==> src/rtl/graph_store_dominating_set_test_unit_assert.svh <==
// Assertion macros for the graph store block.
// Overlapping implication, sampled on the rising clock edge.
`ifndef GRAPH_STORE_DOMINATING_SET_TEST_UNIT_ASSERT_SVH
`define GRAPH_STORE_DOMINATING_SET_TEST_UNIT_ASSERT_SVH

`define GSDS_ASSERT_IMPL(label, clk, rst, ante, cons) \
   label: assert property (@(posedge clk) disable iff (rst) (ante) |-> (cons)) \
      else $error("gsds assertion failed");

// Next-cycle implication.
`define GSDS_ASSERT_NEXT(label, clk, rst, ante, cons) \
   label: assert property (@(posedge clk) disable iff (rst) (ante) |=> (cons)) \
      else $error("gsds assertion failed");

`endif

==> src/rtl/gsds_pkg.sv <==
`default_nettype none

package gsds_pkg;

   localparam int OP_W   = 2;
   localparam int VTX_W  = 4;
   localparam int SET_W  = 16;
   localparam int EDGE_W = 7;
   localparam int CSR_W  = 5;

   localparam logic [CSR_W-1:0] CSR_RESET = 5'd16;

   typedef enum logic [OP_W-1:0] {
      OP_INSERT = 2'd0,
      OP_REMOVE = 2'd1,
      OP_QUERY  = 2'd2,
      OP_TEST   = 2'd3
   } op_type;

   typedef enum logic {
      ALU_MERGE  = 1'b0,
      ALU_TOGGLE = 1'b1
   } alu_fn_type;

   typedef struct packed {
      logic [OP_W-1:0]  operation;
      logic [VTX_W-1:0] vertex_a;
      logic [VTX_W-1:0] vertex_b;
      logic [SET_W-1:0] member_set;
   } req_type;

   typedef struct packed {
      logic              edge_present;
      logic              is_dominating;
      logic [EDGE_W-1:0] edge_total;
      logic              error;
   } rsp_type;

endpackage

`default_nettype wire

==> src/rtl/gsds_if.sv <==
`default_nettype none

interface gsds_req_if;
   logic                          valid;
   logic                          ready;
   logic [gsds_pkg::OP_W-1:0]     operation;
   logic [gsds_pkg::VTX_W-1:0]    vertex_a;
   logic [gsds_pkg::VTX_W-1:0]    vertex_b;
   logic [gsds_pkg::SET_W-1:0]    member_set;

   modport source (output valid, output operation, output vertex_a, output vertex_b,
                   output member_set, input ready);
   modport sink   (input valid, input operation, input vertex_a, input vertex_b,
                   input member_set, output ready);
endinterface

interface gsds_rsp_if;
   logic                          valid;
   logic                          ready;
   logic                          edge_present;
   logic                          is_dominating;
   logic [gsds_pkg::EDGE_W-1:0]   edge_total;
   logic                          error;

   modport source (output valid, output edge_present, output is_dominating,
                   output edge_total, output error, input ready);
   modport sink   (input valid, input edge_present, input is_dominating,
                   input edge_total, input error, output ready);
endinterface

interface gsds_csr_if;
   logic                          valid;
   logic                          ready;
   logic [gsds_pkg::CSR_W-1:0]    data;

   modport source (output valid, output data, input ready);
   modport sink   (input valid, input data, output ready);
endinterface

`default_nettype wire

==> src/rtl/graph_store_dominating_set_test_unit.sv <==
// Path from accept: an edge op with a bad index, or a set test that errors or runs with count 0,
//   goes straight to FIN; a query or an edge op that leaves the store as is reads row a in CHK;
//   an insert/remove that changes the store writes row a in CHK, row b in WRB; a set test scans
//   rows 0..count-1 in SCAN. Each result then waits in FIN for the response holding register.
// Throughput: one transaction at a time; req ready returns with the response, which a response stall delays.
// Reset (synchronous, active high): empty graph via row valid bits, edge count 0,
//   vertex_count 16; req ready is already high while reset is held.
`default_nettype none

`include "graph_store_dominating_set_test_unit_assert.svh"

module graph_store_dominating_set_test_unit #(
   parameter int MAX_VERTICES = 16
) (
   input  logic       clock,
   input  logic       reset,
   gsds_req_if.sink   req_ch,
   gsds_rsp_if.source rsp_ch,
   gsds_csr_if.sink   csr_ch
);

   localparam int IDX_W = $clog2(MAX_VERTICES);
   localparam int CNT_W = $clog2(MAX_VERTICES + 1);

   // vertex_count register; values above MAX_VERTICES act as MAX_VERTICES
   logic [gsds_pkg::CSR_W-1:0] vcount_ff;
   logic [CNT_W-1:0]           act_cnt;

   // response holding register: parts the core from the sink
   logic                       rsp_valid_ff, rsp_valid_in;
   gsds_pkg::rsp_type          rsp_data_ff;

   gsds_pkg::req_type          req;
   gsds_pkg::rsp_type          core_rsp;
   logic                       core_idle, core_done, take, req_accept;

   logic                       mem_wr_en;
   logic [IDX_W-1:0]           mem_wr_addr, mem_rd_addr;
   logic [MAX_VERTICES-1:0]    mem_wr_data, mem_rd_data;

   assign csr_ch.ready = 1'b1;

   always_ff @(posedge clock) begin
      if (reset) begin
         vcount_ff <= gsds_pkg::CSR_RESET;
      end else if (csr_ch.valid && csr_ch.ready) begin
         vcount_ff <= csr_ch.data;
      end
   end

   assign act_cnt = (32'(vcount_ff) > MAX_VERTICES) ? CNT_W'(MAX_VERTICES)
                                                      : CNT_W'(vcount_ff);

   assign req.operation  = req_ch.operation;
   assign req.vertex_a   = req_ch.vertex_a;
   assign req.vertex_b   = req_ch.vertex_b;
   assign req.member_set = req_ch.member_set;

   // new transaction only when the sequencer sits idle
   assign req_ch.ready = core_idle;
   assign req_accept   = req_ch.valid && req_ch.ready;

   gsds_core #(.MAX_VERTICES(MAX_VERTICES)) u_core (
      .clock       (clock),
      .reset       (reset),
      .start       (req_accept),
      .req         (req),
      .act_cnt     (act_cnt),
      .take        (take),
      .idle        (core_idle),
      .done        (core_done),
      .rsp         (core_rsp),
      .mem_wr_en   (mem_wr_en),
      .mem_wr_addr (mem_wr_addr),
      .mem_wr_data (mem_wr_data),
      .mem_rd_addr (mem_rd_addr),
      .mem_rd_data (mem_rd_data)
   );

   gsds_adj_mem #(.DEPTH(MAX_VERTICES), .WIDTH(MAX_VERTICES)) u_adj_mem (
      .clock   (clock),
      .reset   (reset),
      .wr_en   (mem_wr_en),
      .wr_addr (mem_wr_addr),
      .wr_data (mem_wr_data),
      .rd_addr (mem_rd_addr),
      .rd_data (mem_rd_data)
   );

   // finished result moves into the holding register when it is free or draining
   assign take         = core_done && (!rsp_valid_ff || rsp_ch.ready);
   assign rsp_valid_in = take || (rsp_valid_ff && !rsp_ch.ready);

   always_ff @(posedge clock) begin
      if (reset) begin
         rsp_valid_ff <= 1'b0;
      end else begin
         rsp_valid_ff <= rsp_valid_in;
      end
   end

   always_ff @(posedge clock) begin
      if (take) begin
         rsp_data_ff <= core_rsp;
      end
   end

   assign rsp_ch.valid         = rsp_valid_ff;
   assign rsp_ch.edge_present  = rsp_data_ff.edge_present;
   assign rsp_ch.is_dominating = rsp_data_ff.is_dominating;
   assign rsp_ch.edge_total    = rsp_data_ff.edge_total;
   assign rsp_ch.error         = rsp_data_ff.error;

   // sequencer leaves idle on every accepted transaction
   `GSDS_ASSERT_NEXT(a_busy_after_accept, clock, reset, req_accept, !req_ch.ready)
   // a finished result waits in the core until the holding register frees up
   `GSDS_ASSERT_NEXT(a_done_held, clock, reset, core_done && !take, core_done)
   // errored transactions report no edge and no domination
   `GSDS_ASSERT_IMPL(a_error_flags, clock, reset, rsp_ch.valid && rsp_ch.error,
                     !rsp_ch.edge_present && !rsp_ch.is_dominating)

endmodule

`default_nettype wire

==> src/rtl/gsds_adj_mem.sv <==
`default_nettype none

// Adjacency row store: one write, one registered read per cycle.
// Rows never written read as zero (per-row valid bits cleared on reset).
module gsds_adj_mem #(
   parameter  int DEPTH = 16,
   parameter  int WIDTH = 16,
   localparam int ADDR_W = $clog2(DEPTH)
) (
   input  logic              clock,
   input  logic              reset,
   input  logic              wr_en,
   input  logic [ADDR_W-1:0] wr_addr,
   input  logic [WIDTH-1:0]  wr_data,
   input  logic [ADDR_W-1:0] rd_addr,
   output logic [WIDTH-1:0]  rd_data
);

   logic [WIDTH-1:0] row_mem_ff [DEPTH];
   logic [DEPTH-1:0] vld_ff;
   logic [WIDTH-1:0] rd_data_ff;
   logic             rd_vld_ff;

   always_ff @(posedge clock) begin
      if (wr_en) begin
         row_mem_ff[wr_addr] <= wr_data;
      end
      rd_data_ff <= row_mem_ff[rd_addr];
   end

   always_ff @(posedge clock) begin
      if (reset) begin
         vld_ff    <= '0;
         rd_vld_ff <= 1'b0;
      end else begin
         if (wr_en) begin
            vld_ff[wr_addr] <= 1'b1;
         end
         rd_vld_ff <= vld_ff[rd_addr];
      end
   end

   assign rd_data = rd_vld_ff ? rd_data_ff : '0;

endmodule

`default_nettype wire

==> src/rtl/gsds_row_alu.sv <==
`default_nettype none

// Shared row unit: bit toggle for edge updates, OR merge for coverage.
module gsds_row_alu #(
   parameter int WIDTH = 16
) (
   input  gsds_pkg::alu_fn_type fn,
   input  logic [WIDTH-1:0]     lhs,
   input  logic [WIDTH-1:0]     rhs,
   output logic [WIDTH-1:0]     res
);

   always_comb begin
      case (fn)
         gsds_pkg::ALU_TOGGLE: res = lhs ^ rhs;
         gsds_pkg::ALU_MERGE:  res = lhs | rhs;
         default:              res = lhs;
      endcase
   end

endmodule

`default_nettype wire

==> src/rtl/gsds_core.sv <==
`default_nettype none

// Sequencer: edge op reads row a, may update a then b; test scans 0..count-1.
module gsds_core #(
   parameter  int MAX_VERTICES = 16,
   localparam int IDX_W = $clog2(MAX_VERTICES),
   localparam int CNT_W = $clog2(MAX_VERTICES + 1)
) (
   input  logic                    clock,
   input  logic                    reset,
   input  logic                    start,
   input  gsds_pkg::req_type       req,
   input  logic [CNT_W-1:0]        act_cnt,
   input  logic                    take,
   output logic                    idle,
   output logic                    done,
   output gsds_pkg::rsp_type       rsp,
   output logic                    mem_wr_en,
   output logic [IDX_W-1:0]        mem_wr_addr,
   output logic [MAX_VERTICES-1:0] mem_wr_data,
   output logic [IDX_W-1:0]        mem_rd_addr,
   input  logic [MAX_VERTICES-1:0] mem_rd_data
);

   typedef enum logic [4:0] {
      ST_IDLE = 5'b00001,
      ST_CHK  = 5'b00010,
      ST_WRB  = 5'b00100,
      ST_SCAN = 5'b01000,
      ST_FIN  = 5'b10000
   } state_type;

   state_type                      state_ff, state_in;
   logic [gsds_pkg::OP_W-1:0]      op_ff, op_in;
   logic [IDX_W-1:0]               a_ff, a_in;
   logic [IDX_W-1:0]               b_ff, b_in;
   logic [IDX_W-1:0]               v_ff, v_in;
   logic [MAX_VERTICES-1:0]        set_ff, set_in;
   logic [MAX_VERTICES-1:0]        covered_ff, covered_in;
   logic [CNT_W-1:0]               cnt_ff, cnt_in;
   logic [gsds_pkg::EDGE_W-1:0]    edges_ff, edges_in;
   logic                           present_ff, present_in;
   logic                           err_ff, err_in;

   gsds_pkg::alu_fn_type           alu_fn;
   logic [MAX_VERTICES-1:0]        alu_lhs, alu_rhs, alu_res;
   logic [MAX_VERTICES-1:0]        onehot_a, onehot_b, used;
   logic [gsds_pkg::SET_W-1:0]     used_in_set;
   logic                           edge_err, set_err, row_bit, change, last_row;

   gsds_row_alu #(.WIDTH(MAX_VERTICES)) u_alu (
      .fn  (alu_fn),
      .lhs (alu_lhs),
      .rhs (alu_rhs),
      .res (alu_res)
   );

   assign onehot_a = MAX_VERTICES'(1) << a_ff;
   assign onehot_b = MAX_VERTICES'(1) << b_ff;
   assign row_bit  = mem_rd_data[b_ff];
   assign last_row = (32'(v_ff) + 1) == 32'(cnt_ff);

   always_comb begin
      for (int i = 0; i < gsds_pkg::SET_W; i++) begin
         used_in_set[i] = i < 32'(act_cnt);
      end
      for (int i = 0; i < MAX_VERTICES; i++) begin
         used[i] = i < 32'(cnt_ff);
      end
   end

   assign edge_err = (32'(req.vertex_a) >= 32'(act_cnt)) ||
                     (32'(req.vertex_b) >= 32'(act_cnt));
   assign set_err  = |(req.member_set & ~used_in_set);

   // store changes only on a fresh insert (no self-loop) or a remove that hits
   assign change = ((op_ff == gsds_pkg::OP_INSERT) && !row_bit && (a_ff != b_ff)) ||
                   ((op_ff == gsds_pkg::OP_REMOVE) && row_bit);

   always_comb begin
      state_in    = state_ff;
      op_in       = op_ff;
      a_in        = a_ff;
      b_in        = b_ff;
      v_in        = v_ff;
      set_in      = set_ff;
      covered_in  = covered_ff;
      cnt_in      = cnt_ff;
      edges_in    = edges_ff;
      present_in  = present_ff;
      err_in      = err_ff;
      mem_wr_en   = 1'b0;
      mem_wr_addr = a_ff;
      mem_rd_addr = '0;
      alu_fn      = gsds_pkg::ALU_TOGGLE;
      alu_lhs     = mem_rd_data;
      alu_rhs     = onehot_b;
      case (state_ff)
         ST_IDLE: begin
            if (start) begin
               op_in      = req.operation;
               a_in       = IDX_W'(req.vertex_a);
               b_in       = IDX_W'(req.vertex_b);
               set_in     = MAX_VERTICES'(req.member_set);
               covered_in = MAX_VERTICES'(req.member_set);
               cnt_in     = act_cnt;
               v_in       = '0;
               present_in = 1'b0;
               if (req.operation == gsds_pkg::OP_TEST) begin
                  err_in = set_err;
                  if (set_err || (act_cnt == '0)) begin
                     state_in = ST_FIN;
                  end else begin
                     state_in = ST_SCAN;
                  end
               end else begin
                  err_in      = edge_err;
                  mem_rd_addr = IDX_W'(req.vertex_a);
                  state_in    = edge_err ? ST_FIN : ST_CHK;
               end
            end
         end
         ST_CHK: begin
            present_in = row_bit;
            if (change) begin
               mem_wr_en   = 1'b1;
               mem_wr_addr = a_ff;
               mem_rd_addr = b_ff;
               if (op_ff == gsds_pkg::OP_INSERT) begin
                  edges_in = edges_ff + gsds_pkg::EDGE_W'(1);
               end else begin
                  edges_in = edges_ff - gsds_pkg::EDGE_W'(1);
               end
               state_in = ST_WRB;
            end else begin
               state_in = ST_FIN;
            end
         end
         ST_WRB: begin
            alu_rhs     = onehot_a;
            mem_wr_en   = 1'b1;
            mem_wr_addr = b_ff;
            state_in    = ST_FIN;
         end
         ST_SCAN: begin
            alu_fn     = gsds_pkg::ALU_MERGE;
            alu_lhs    = covered_ff;
            alu_rhs    = set_ff[v_ff] ? mem_rd_data : '0;
            covered_in = alu_res;
            if (last_row) begin
               state_in = ST_FIN;
            end else begin
               v_in        = v_ff + 1'b1;
               mem_rd_addr = v_ff + 1'b1;
            end
         end
         ST_FIN: begin
            if (take) begin
               state_in = ST_IDLE;
            end
         end
         default: begin
            state_in = ST_IDLE;
         end
      endcase
   end

   assign mem_wr_data = alu_res;

   always_ff @(posedge clock) begin
      if (reset) begin
         state_ff <= ST_IDLE;
         edges_ff <= '0;
      end else begin
         state_ff <= state_in;
         edges_ff <= edges_in;
      end
   end

   always_ff @(posedge clock) begin
      op_ff      <= op_in;
      a_ff       <= a_in;
      b_ff       <= b_in;
      v_ff       <= v_in;
      set_ff     <= set_in;
      covered_ff <= covered_in;
      cnt_ff     <= cnt_in;
      present_ff <= present_in;
      err_ff     <= err_in;
   end

   assign idle = state_ff == ST_IDLE;
   assign done = state_ff == ST_FIN;

   assign rsp.edge_present  = present_ff;
   assign rsp.is_dominating = !err_ff && (op_ff == gsds_pkg::OP_TEST) &&
                              ((covered_ff & used) == used);
   assign rsp.edge_total    = edges_ff;
   assign rsp.error         = err_ff;

endmodule

`default_nettype wire

==> src/flat_wrapper.sv <==
// flat-port wrapper written by rule: the top's interface ports become plain ports
module graph_store_dominating_set_test_unit_flat 
#(
   parameter int MAX_VERTICES = 16
)
  (clock, reset, req_ch_valid, req_ch_operation, req_ch_vertex_a, req_ch_vertex_b, req_ch_member_set, req_ch_ready, rsp_ch_valid, rsp_ch_edge_present, rsp_ch_is_dominating, rsp_ch_edge_total, rsp_ch_error, rsp_ch_ready, csr_ch_valid, csr_ch_data, csr_ch_ready);
  gsds_req_if req_ch_i ();
  gsds_rsp_if rsp_ch_i ();
  gsds_csr_if csr_ch_i ();
  input  logic clock;
  input  logic reset;
  input wire logic [$bits(req_ch_i.valid)-1:0] req_ch_valid;
  input wire logic [$bits(req_ch_i.operation)-1:0] req_ch_operation;
  input wire logic [$bits(req_ch_i.vertex_a)-1:0] req_ch_vertex_a;
  input wire logic [$bits(req_ch_i.vertex_b)-1:0] req_ch_vertex_b;
  input wire logic [$bits(req_ch_i.member_set)-1:0] req_ch_member_set;
  output wire logic [$bits(req_ch_i.ready)-1:0] req_ch_ready;
  output wire logic [$bits(rsp_ch_i.valid)-1:0] rsp_ch_valid;
  output wire logic [$bits(rsp_ch_i.edge_present)-1:0] rsp_ch_edge_present;
  output wire logic [$bits(rsp_ch_i.is_dominating)-1:0] rsp_ch_is_dominating;
  output wire logic [$bits(rsp_ch_i.edge_total)-1:0] rsp_ch_edge_total;
  output wire logic [$bits(rsp_ch_i.error)-1:0] rsp_ch_error;
  input wire logic [$bits(rsp_ch_i.ready)-1:0] rsp_ch_ready;
  input wire logic [$bits(csr_ch_i.valid)-1:0] csr_ch_valid;
  input wire logic [$bits(csr_ch_i.data)-1:0] csr_ch_data;
  output wire logic [$bits(csr_ch_i.ready)-1:0] csr_ch_ready;
  assign req_ch_i.valid = req_ch_valid;
  assign req_ch_i.operation = req_ch_operation;
  assign req_ch_i.vertex_a = req_ch_vertex_a;
  assign req_ch_i.vertex_b = req_ch_vertex_b;
  assign req_ch_i.member_set = req_ch_member_set;
  assign req_ch_ready = req_ch_i.ready;
  assign rsp_ch_valid = rsp_ch_i.valid;
  assign rsp_ch_edge_present = rsp_ch_i.edge_present;
  assign rsp_ch_is_dominating = rsp_ch_i.is_dominating;
  assign rsp_ch_edge_total = rsp_ch_i.edge_total;
  assign rsp_ch_error = rsp_ch_i.error;
  assign rsp_ch_i.ready = rsp_ch_ready;
  assign csr_ch_i.valid = csr_ch_valid;
  assign csr_ch_i.data = csr_ch_data;
  assign csr_ch_ready = csr_ch_i.ready;
  graph_store_dominating_set_test_unit #(.MAX_VERTICES(MAX_VERTICES)) u_core (.clock(clock), .reset(reset), .req_ch(req_ch_i), .rsp_ch(rsp_ch_i), .csr_ch(csr_ch_i));
endmodule
==> config.mk <==
export PLATFORM = sky130hd
export DESIGN_NAME = graph_store_dominating_set_test_unit_flat
export DESIGN_NICKNAME = d
export VERILOG_FILES = /design/src/rtl/gsds_pkg.sv /design/src/rtl/gsds_if.sv /design/src/rtl/graph_store_dominating_set_test_unit.sv /design/src/rtl/gsds_adj_mem.sv /design/src/rtl/gsds_row_alu.sv /design/src/rtl/gsds_core.sv /design/src/flat_wrapper.sv
export VERILOG_INCLUDE_DIRS = /design/src /design/src/rtl
export SDC_FILE = /design/constraint.sdc
export NUM_CORES = 1
export LEC_CHECK = 0
export ABC_AREA = 1
export BUFFER_PORTS_ARGS = -buffer_cell sky130_fd_sc_hd__buf_4
export CAP_MARGIN = 20
export CORE_ASPECT_RATIO = 0.8
export CORE_UTILIZATION = 50
export CTS_BUF_LIST = sky130_fd_sc_hd__clkbuf_4 sky130_fd_sc_hd__clkbuf_8 sky130_fd_sc_hd__clkbuf_16
export DETAILED_ROUTE_END_ITERATION = 10
export PLACE_DENSITY_LB_ADDON = 0.3
export SLEW_MARGIN = 20
export SYNTH_ARGS = -nofsm -noshare
export SYNTH_HDL_FRONTEND = slang
export SYNTH_SLANG_ARGS = --single-unit
==> constraint.sdc <==
create_clock -name clock -period 3.95 [get_ports clock]
set_clock_uncertainty 0.15 [all_clocks]
set_input_delay 0.1975 -clock clock [delete_from_list [all_inputs] [get_ports clock]]
set_output_delay 0.1975 -clock clock [all_outputs]
set_load 0.005 [all_outputs]
==> results of run 1 <==
## layout make-up
type	instances	area (um2)
inverter	142	534
timing repair buffer	127	1170
clock buffer	50	1100
tap	427	534
fill	2704	13400
sequential	370	10600
multi-input combinational	1059	5400
clock inverter	17	156
## registers in the layout, summed over array words and instances, names as in the netlist, 5 cells and up
| signal | count |
|---|---|
| u_core.rsp_ch.edge_total | 7 |
| u_core.u_core.covered_ff | 16 |
| u_core.u_core.edges_ff | 7 |
| u_core.u_core.cnt_ff | 5 |
| u_core.vcount_ff | 5 |
| u_core.u_adj_mem.vld_ff | 16 |
| u_core.u_adj_mem.rd_data_ff | 16 |
| u_core.u_core.state_ff | 5 |
| u_core.u_adj_mem.row_mem_ff | 256 |
| u_core.u_core.set_ff | 16 |
## how the worst max path moves through the flow
| stage | to | slack (ns) | cells after the start | start |
|---|---|---|---|---|
| 2_1_floorplan | u_core.u_adj_mem.row_mem_ff[6][0] | 0.68 | 10 | u_core.u_core.state_ff[1] |
| 3_5_place_dp | u_core.u_adj_mem.row_mem_ff[11][10] | 0.54 | 12 | u_core.u_core.state_ff[1] |
| 3_3_place_gp | u_core.u_adj_mem.row_mem_ff[9][5] | 0.66 | 13 | u_core.u_core.state_ff[1] |
| 5_1_grt | u_core.u_adj_mem.row_mem_ff[6][1] | 0.06 | 13 | u_core.u_core.state_ff[1] |
| 4_1_cts | u_core.u_adj_mem.row_mem_ff[9][10] | 0.53 | 12 | u_core.u_core.state_ff[1] |
| 6_report | u_core.u_adj_mem.row_mem_ff[4][8] | 0.37 | 12 | u_core.u_core.state_ff[1] |
## cells by family after synthesis
family          after synthesis  share of synthesized area, %
simple gates                820                          21.4
flops                       370                          62.5
buf+inv                     219                          5.95
compound gates              199                          7.45
fa+ha+maj                    31                          2.33
xor+xnor                      8                         0.413
other cells                   1                        0.0221
## stage by stage
stage	util, %	cells	hold WS, ns	power (mW)	setup slack (ns)
after floorplan	-	1648	0.146	5.33	0.677
after global placement	54.3	2089	0.241	5.65	0.656
after detailed placement	54.3	2089	0.240	5.68	0.537
after CTS	59.2	2192	0.230	9.28	0.534
after global routing	59.2	2192	0.242	9.58	0.0564
final	59.2	2192	0.237	9.25	0.366
## synth_stat cells (all sizes together) (2+ instances only)
| master | count | share of area [%] |
|---|---|---|
| dfxtp | 51 | 6.0 |
| nor3 | 10 | 0.42 |
| ha | 30 | 2.2 |
| and2 | 2 | 0.074 |
| a21o | 16 | 0.71 |
| a32oi | 4 | 0.21 |
| buf | 55 | 2.3 |
| edfxtp | 319 | 56 |
| nand3b | 5 | 0.22 |
| nand2 | 411 | 9.4 |
| xor2 | 6 | 0.31 |
| nand3 | 196 | 6.0 |
| nor4 | 3 | 0.20 |
| a31o | 2 | 0.10 |
| nor2 | 137 | 3.1 |
| o21ai | 75 | 2.2 |
| clkbuf | 22 | 0.49 |
| inv | 141 | 3.1 |
| o22ai | 5 | 0.18 |
| or2 | 50 | 1.8 |
| xnor2 | 2 | 0.10 |
| o21bai | 3 | 0.13 |
| a31oi | 2 | 0.074 |
| nand4 | 5 | 0.18 |
| a21oi | 47 | 1.5 |
| o211ai | 36 | 1.9 |
## routing by layer
layer	wire, um	share of wire [%]	GRT usage (%)	up-vias
li1	-	-	-	5810
met1	19100	43	37.8	5841
met2	19700	45	39.1	576
met3	4010	9.1	4.45	89
met4	1440	3.3	9.02	0
met5	0	0	0	-
## critical path, stage by stage (launching register included)
cell and delay (ns):
dfxtp_1 0.35, nor2_2 0.15, nand2_1 0.13, nor3_1 0.34, inv_1 0.30, o21ai_0 0.53, inv_1 0.17, nand2_1 0.13
nor2_1 0.05, a21oi_1 0.20, ha_1 0.27, nand2_1 0.07, nand2_1 0.34
## power groups by stage
stage | clock, mW | combinational [mW] | sequential, mW
2_1_floorplan | 0 | 0.751 | 4.58
3_3_place_gp | 0 | 1.02 | 4.62
3_5_place_dp | 0 | 1.06 | 4.62
4_1_cts | 3.65 | 1.09 | 4.54
5_1_grt | 3.80 | 1.22 | 4.55
6_report | 3.60 | 1.10 | 4.55
## repair_timing
item | CTS | global route
hold endpoints to repair | 71 | 0
hold buffers | 36 | 0
setup buffers | 0 | 0
## cells in the final DEF, fill, tap and decap left out, types with 3 or more instances in the layout
master	count
nand2_1	398
nand2_2	10
or2_2	30
dfxtp_1	51
inv_1	133
clkbuf_4	5
nor3_1	6
o21bai_1	3
clkbuf_8	6
edfxtp_1	319
buf_4	81
a21o_1	16
o21ai_0	72
bufinv_16	3
o211ai_1	26
o22ai_1	5
ha_1	30
nand3_2	4
nor2_2	16
o211ai_2	10
nand4_1	5
clkinv_2	5
nand3_1	191
buf_12	10
dlygate4sd3_1	36
nand2_4	3
inv_2	7
clkinv_1	9
nor2_1	121
clkbuf_16	39
xor2_1	6
or2_1	19
nand3b_1	5
a21oi_1	46
nor3_2	3
a32oi_1	4
==> results by group, run 1 <==
Clock network
  – Max clock buf depth: 3
  – CTS buffer count: 37
  – Clock Tree Root: clkbuf_16
  – Post-cts sizing count: 0
  – Clk slew on worst S/H paths: 0.06 ns
  – CTS tree: done
  – CTS sink cnt: 370
  – Worst-skew pair later-pin latency: 0.54 ns
  – CTS HTree Levels: 2

Run
  – MaxCap Viol Count: 0

Worst setup path
  – Worst Reg2Reg Path Length in Cells: 12
  – Critical path class: flop to flop
  – Critical Path RT: 3.93 ns
  – Crit-path max FO: 16
  – Reg2reg start: u_core.u_core.state_ff[1]
  – Element type at the critical path end: flop
  – Crit start category: flop
  – CP arrival: 3.56 ns
  – Reg2Reg Capture Point: u_core.u_adj_mem.row_mem_ff[4][8]
  – R2R setup slack: 0.37 ns

Synth
  – Dominant synthesized flop cell: edfxtp_1
  – Post-synth EDFFs: 319
  – Syn_nets: 1,715
  – Synth Instances: 1,648
  – Asr flop ratio synth: 0%
  – Sequential fraction of the synthesis area: 62.5%
  – Distinct cells, synth: 59
  – Synth Register Bits: 370
  – Yosys warns: 0
  – Mapped Area: 17,000 um2
  – Mapped Avg Cell Area: 10.3 um2

Power
  – P per Cell Area: 475 nW/um2
  – Clock power share: 38.9%
  – P_int: 6.95 mW
  – Combinational Power Share: 11.9%
  – Static Leakage: 7.74 nW
  – Sw Ratio: 24.9%
  – Net Sw Power: 2.30 mW
  – Worst vdd ir: 0.331 mV
  – Share of power burned in registers: 49.2%

Timing
  – Setup TNS Final: 0 ns
  – Final Cycle Share: 90.7%
  – Fin. Hold Viols: 0
  – Slew @ Worst Pin: 0.923 ns
  – Max_slew headroom: 38.2%
  – # setup viols final: 0
  – Pins Over Slew Limit: 0
  – Tmin final: 3.58 ns
  – RSZ-0062 raised after global routing: false
  – Fmax: 0.279 GHz

Floorplan
  – Num ports: 49
  – Die area: 34,700 um2
  – Initial Util: 51.5%
  – Die height: 167 um
  – Die W: 208 um
  – Row count: 59
  – Core box area: 32,900 um2

Worst hold path
  – WHS Endpoint: u_core.u_core.set_ff[15]
  – Hold depth: 2
  – Worst hold path class: input pin to flop
  – Hold Startpoint: req_ch_member_set[15]

Detailed routing
  – Iteration-0 DRC count of the detailed router: 1,651
  – Drt pass-1 iters: 6
  – Vias per cell: 5.62
  – Vias: 12.3k
  – Total Routed Length: 44.2 mm
  – Antenna-violating nets left: 0
  – Routed wire per std cell: 20.2 um
  – DRC viols: 0

GRT
  – Initial antenna violation count: 0
  – Total congestion overflow: 0
  – Pin count of the biggest net entering global routing: 87
  – First-pass GRT wire length: 68.0 mm
  – Via count of the first global-routing pass: 11.6k
  – Gr usage total: 25.9%

Cells and area
  – Diodes inserted: 0
  – Final #Nets: 1,804
  – Area Overhead vs Synth: 14.9%
  – Layout cells sized above 1: 13.7%
  – Final Cell Area: 19,500 um2

Placement
  – Dpl cell area: 17,900 um2
  – Final HPWL DP: 28.1 mm
  – I/O Buffers: 47
  – Final RePlAce weighted congestion: 0.976

Outcome
  – Outcome: completed
No activity file was read; power rests on OpenSTA's default activity.
==> run 2: changes to the inputs <==
--- a/config.mk
+++ b/config.mk
@@ -10,7 +10,7 @@
 export BUFFER_PORTS_ARGS = -buffer_cell sky130_fd_sc_hd__buf_4
 export CAP_MARGIN = 20
 export CORE_ASPECT_RATIO = 0.8
-export CORE_UTILIZATION = 50
+export CORE_UTILIZATION = 60
 export CTS_BUF_LIST = sky130_fd_sc_hd__clkbuf_4 sky130_fd_sc_hd__clkbuf_8 sky130_fd_sc_hd__clkbuf_16
 export DETAILED_ROUTE_END_ITERATION = 10
 export PLACE_DENSITY_LB_ADDON = 0.3
==> constraint.sdc (replaced) <==
create_clock -name clock -period 3.95 [get_ports clock]
set_clock_uncertainty 0.15 [all_clocks]
set_input_delay 0.1975 -clock clock [delete_from_list [all_inputs] [get_ports clock]]
set_output_delay 0.1975 -clock clock [all_outputs]
set_load 0.02 [all_outputs]
==> run 2 against run 1 <==
Compared with the run above: via count is 3.1% higher; total power is 0.79% lower; register-to-register slack better by 0.14 ns; count of clock-buffer cells in the layout is 3 lower; maximum frequency is 4.1% higher; global-route usage is 5.8 points higher; combinational power hardly changed; sequential share of layout area is 0.35 points higher.
==> results by group, run 2 (same netlist as run 1, synthesis figures left out) <==
Outcome
  – Outcome: completed

Placement
  – I/O Buffers: 47
  – Final RePlAce weighted congestion: 1.00
  – Final HPWL DP: 27.8 mm
  – Dpl cell area: 17,800 um2

Worst setup path
  – Element type at the critical path end: flop
  – Critical Path RT: 3.95 ns
  – Crit start category: flop
  – Crit-path max FO: 16
  – CP arrival: 3.44 ns
  – Critical path class: flop to flop

Timing
  – Max_slew headroom: 31.2%
  – Fin. Hold Viols: 0
  – Final Cycle Share: 87.1%
  – RSZ-0062 raised after global routing: false
  – # setup viols final: 0
  – Fmax: 0.291 GHz
  – Tmin final: 3.44 ns
  – Pins Over Slew Limit: 0
  – Setup TNS Final: 0 ns
  – Slew @ Worst Pin: 1.03 ns

Detailed routing
  – Iteration-0 DRC count of the detailed router: 1,655
  – DRC viols: 0
  – Max Used Layer: met4
  – Vias per cell: 5.97
  – Routed wire per std cell: 21.3 um
  – Metal2 WL: 20.5 mm
  – Met3 WL: 5.14 mm
  – Antenna-violating nets left: 0
  – M1 WL: 18.1 mm
  – Vias: 12.7k
  – Drt pass-1 iters: 8
  – Total Routed Length: 45.2 mm

GRT
  – Total congestion overflow: 0
  – Via count of the first global-routing pass: 12.1k
  – Initial antenna violation count: 1
  – Pin count of the biggest net entering global routing: 84
  – Gr usage total: 31.6%
  – First-pass GRT wire length: 68.3 mm

Clock network
  – Clock Tree Root: clkbuf_16
  – Clk slew on worst S/H paths: 0.06 ns
  – CTS tree: done
  – CTS sink cnt: 370
  – CTS HTree Levels: 2
  – Max clock buf depth: 3
  – Worst-skew pair later-pin latency: 0.54 ns
  – CTS buffer count: 36
  – Post-cts sizing count: 0

Power
  – Combinational Power Share: 12.1%
  – Worst vdd ir: 0.365 mV
  – Share of power burned in registers: 49.6%
  – Sw Ratio: 25.7%
  – Static Leakage: 7.73 nW
  – P_int: 6.82 mW
  – Clock power share: 38.3%
  – Net Sw Power: 2.36 mW
  – P per Cell Area: 474 nW/um2

Worst hold path
  – Worst hold path class: input pin to flop

Floorplan
  – Core box area: 27,500 um2
  – Initial Util: 61.7%
  – Die area: 29,000 um2
  – Row count: 54
  – Num ports: 49
  – Die height: 152 um
  – Die W: 190 um

Cells and area
  – Most common cell after layout, fill and taps aside: nand2_1
  – Top reg by flops: u_core.u_adj_mem.row_mem_ff
  – Sequential Area: 10,600 um2
  – Area Overhead vs Synth: 14.1%
  – Max reg flops: 256
  – # fillers: 1,893
  – Final #Nets: 1,803
  – Diodes inserted: 0
  – Final Cell Area: 19,400 um2
  – Layout cells sized above 1: 13.8%
  – Most frequent cells in the layout: nand2_1, edfxtp_1, nand3_1
  – Final core occ: 70.4%
  – Multi-input logic area: 5400 um2

Run
  – MaxCap Viol Count: 0
run 2: cell types whose count changed in the layout (fill, tap and decap cells not counted):
cell        delta
clkbuf_16      -2
clkbuf_4       +4
clkinvlp_4     -1
clkinv_2       +3
clkinv_4       +1
clkbuf_8       -5
inv_6          -1
clkinv_1       -5
clkinv_8       +3
inv_4          +1
run 2: repair_timing:
action | 4_1_cts | 5_1_grt
setup buffers | 0 | 0
hold endpoints to repair | 72 | 0
endpoints found under the setup margin | 0 | 0
hold buffers | 36 | 0
run 2: cell type report:
cell class	count	share of cell area, %
Sequential cell	370	54.7
Multi-Input combinational cell	1059	27.9
Timing Repair Buffer	127	6.03
Clock buffer	47	5.20
Inverter	142	2.76
Tap cell	364	2.35
Clock inverter	18	1.03
run 2: power by group through the flow:
stage,Sequential [mW],Clock [mW],Combinational (mW)
6_report,4.55,3.51,1.11
3_5_place_dp,4.63,0,1.05
5_1_grt,4.56,3.66,1.22
3_3_place_gp,4.63,0,1.02
4_1_cts,4.55,3.53,1.09
2_1_floorplan,4.58,0,0.755
run 2: metal layers:
layer / vias up / global-route usage (%)
li1: 5812 / -
met1: 6048 / 44.4
met2: 722 / 47.4
met3: 111 / 8.01
met4: 0 / 12.6
met5: - / 0
run 2: worst paths after layout:
path	slack (ns)	to	start	cells past startpoint
setup / recovery	0.51	u_core.u_adj_mem.row_mem_ff[0][10]	u_core.u_core.state_ff[1]	13
hold / removal	0.24	u_core.u_core.set_ff[1]	req_ch_member_set[1]	2
setup reg to reg	0.51	u_core.u_adj_mem.row_mem_ff[0][10]	u_core.u_core.state_ff[1]	13
hold reg to reg	0.28	u_core.rsp_ch.edge_total[6]	u_core.u_core.edges_ff[6]	0
run 2: worst max-delay path: stages (launching register included):
cell     delay, ns
dfxtp_1       0.35
nor2_2        0.14
nand2_1       0.14
nor3_1        0.15
buf_4         0.15
inv_1         0.18
o21ai_0       0.55
inv_1         0.17
nand2_1       0.17
nor2_1        0.06
a21oi_1       0.17
ha_1          0.26
nand2_1       0.07
nand2_1       0.32
run 2: per-stage QoR:
stage / cells / power [mW] / hold slack [ns] / worst slack [ns]
5_1_grt: 2127 / 9.44 / 0.240 / 0.312
4_1_cts: 2127 / 9.17 / 0.240 / 0.611
3_3_place_gp: 2026 / 5.65 / 0.238 / 0.691
6_report: 2127 / 9.18 / 0.244 / 0.508
2_1_floorplan: 1648 / 5.34 / 0.146 / 0.677
3_5_place_dp: 2026 / 5.68 / 0.239 / 0.629
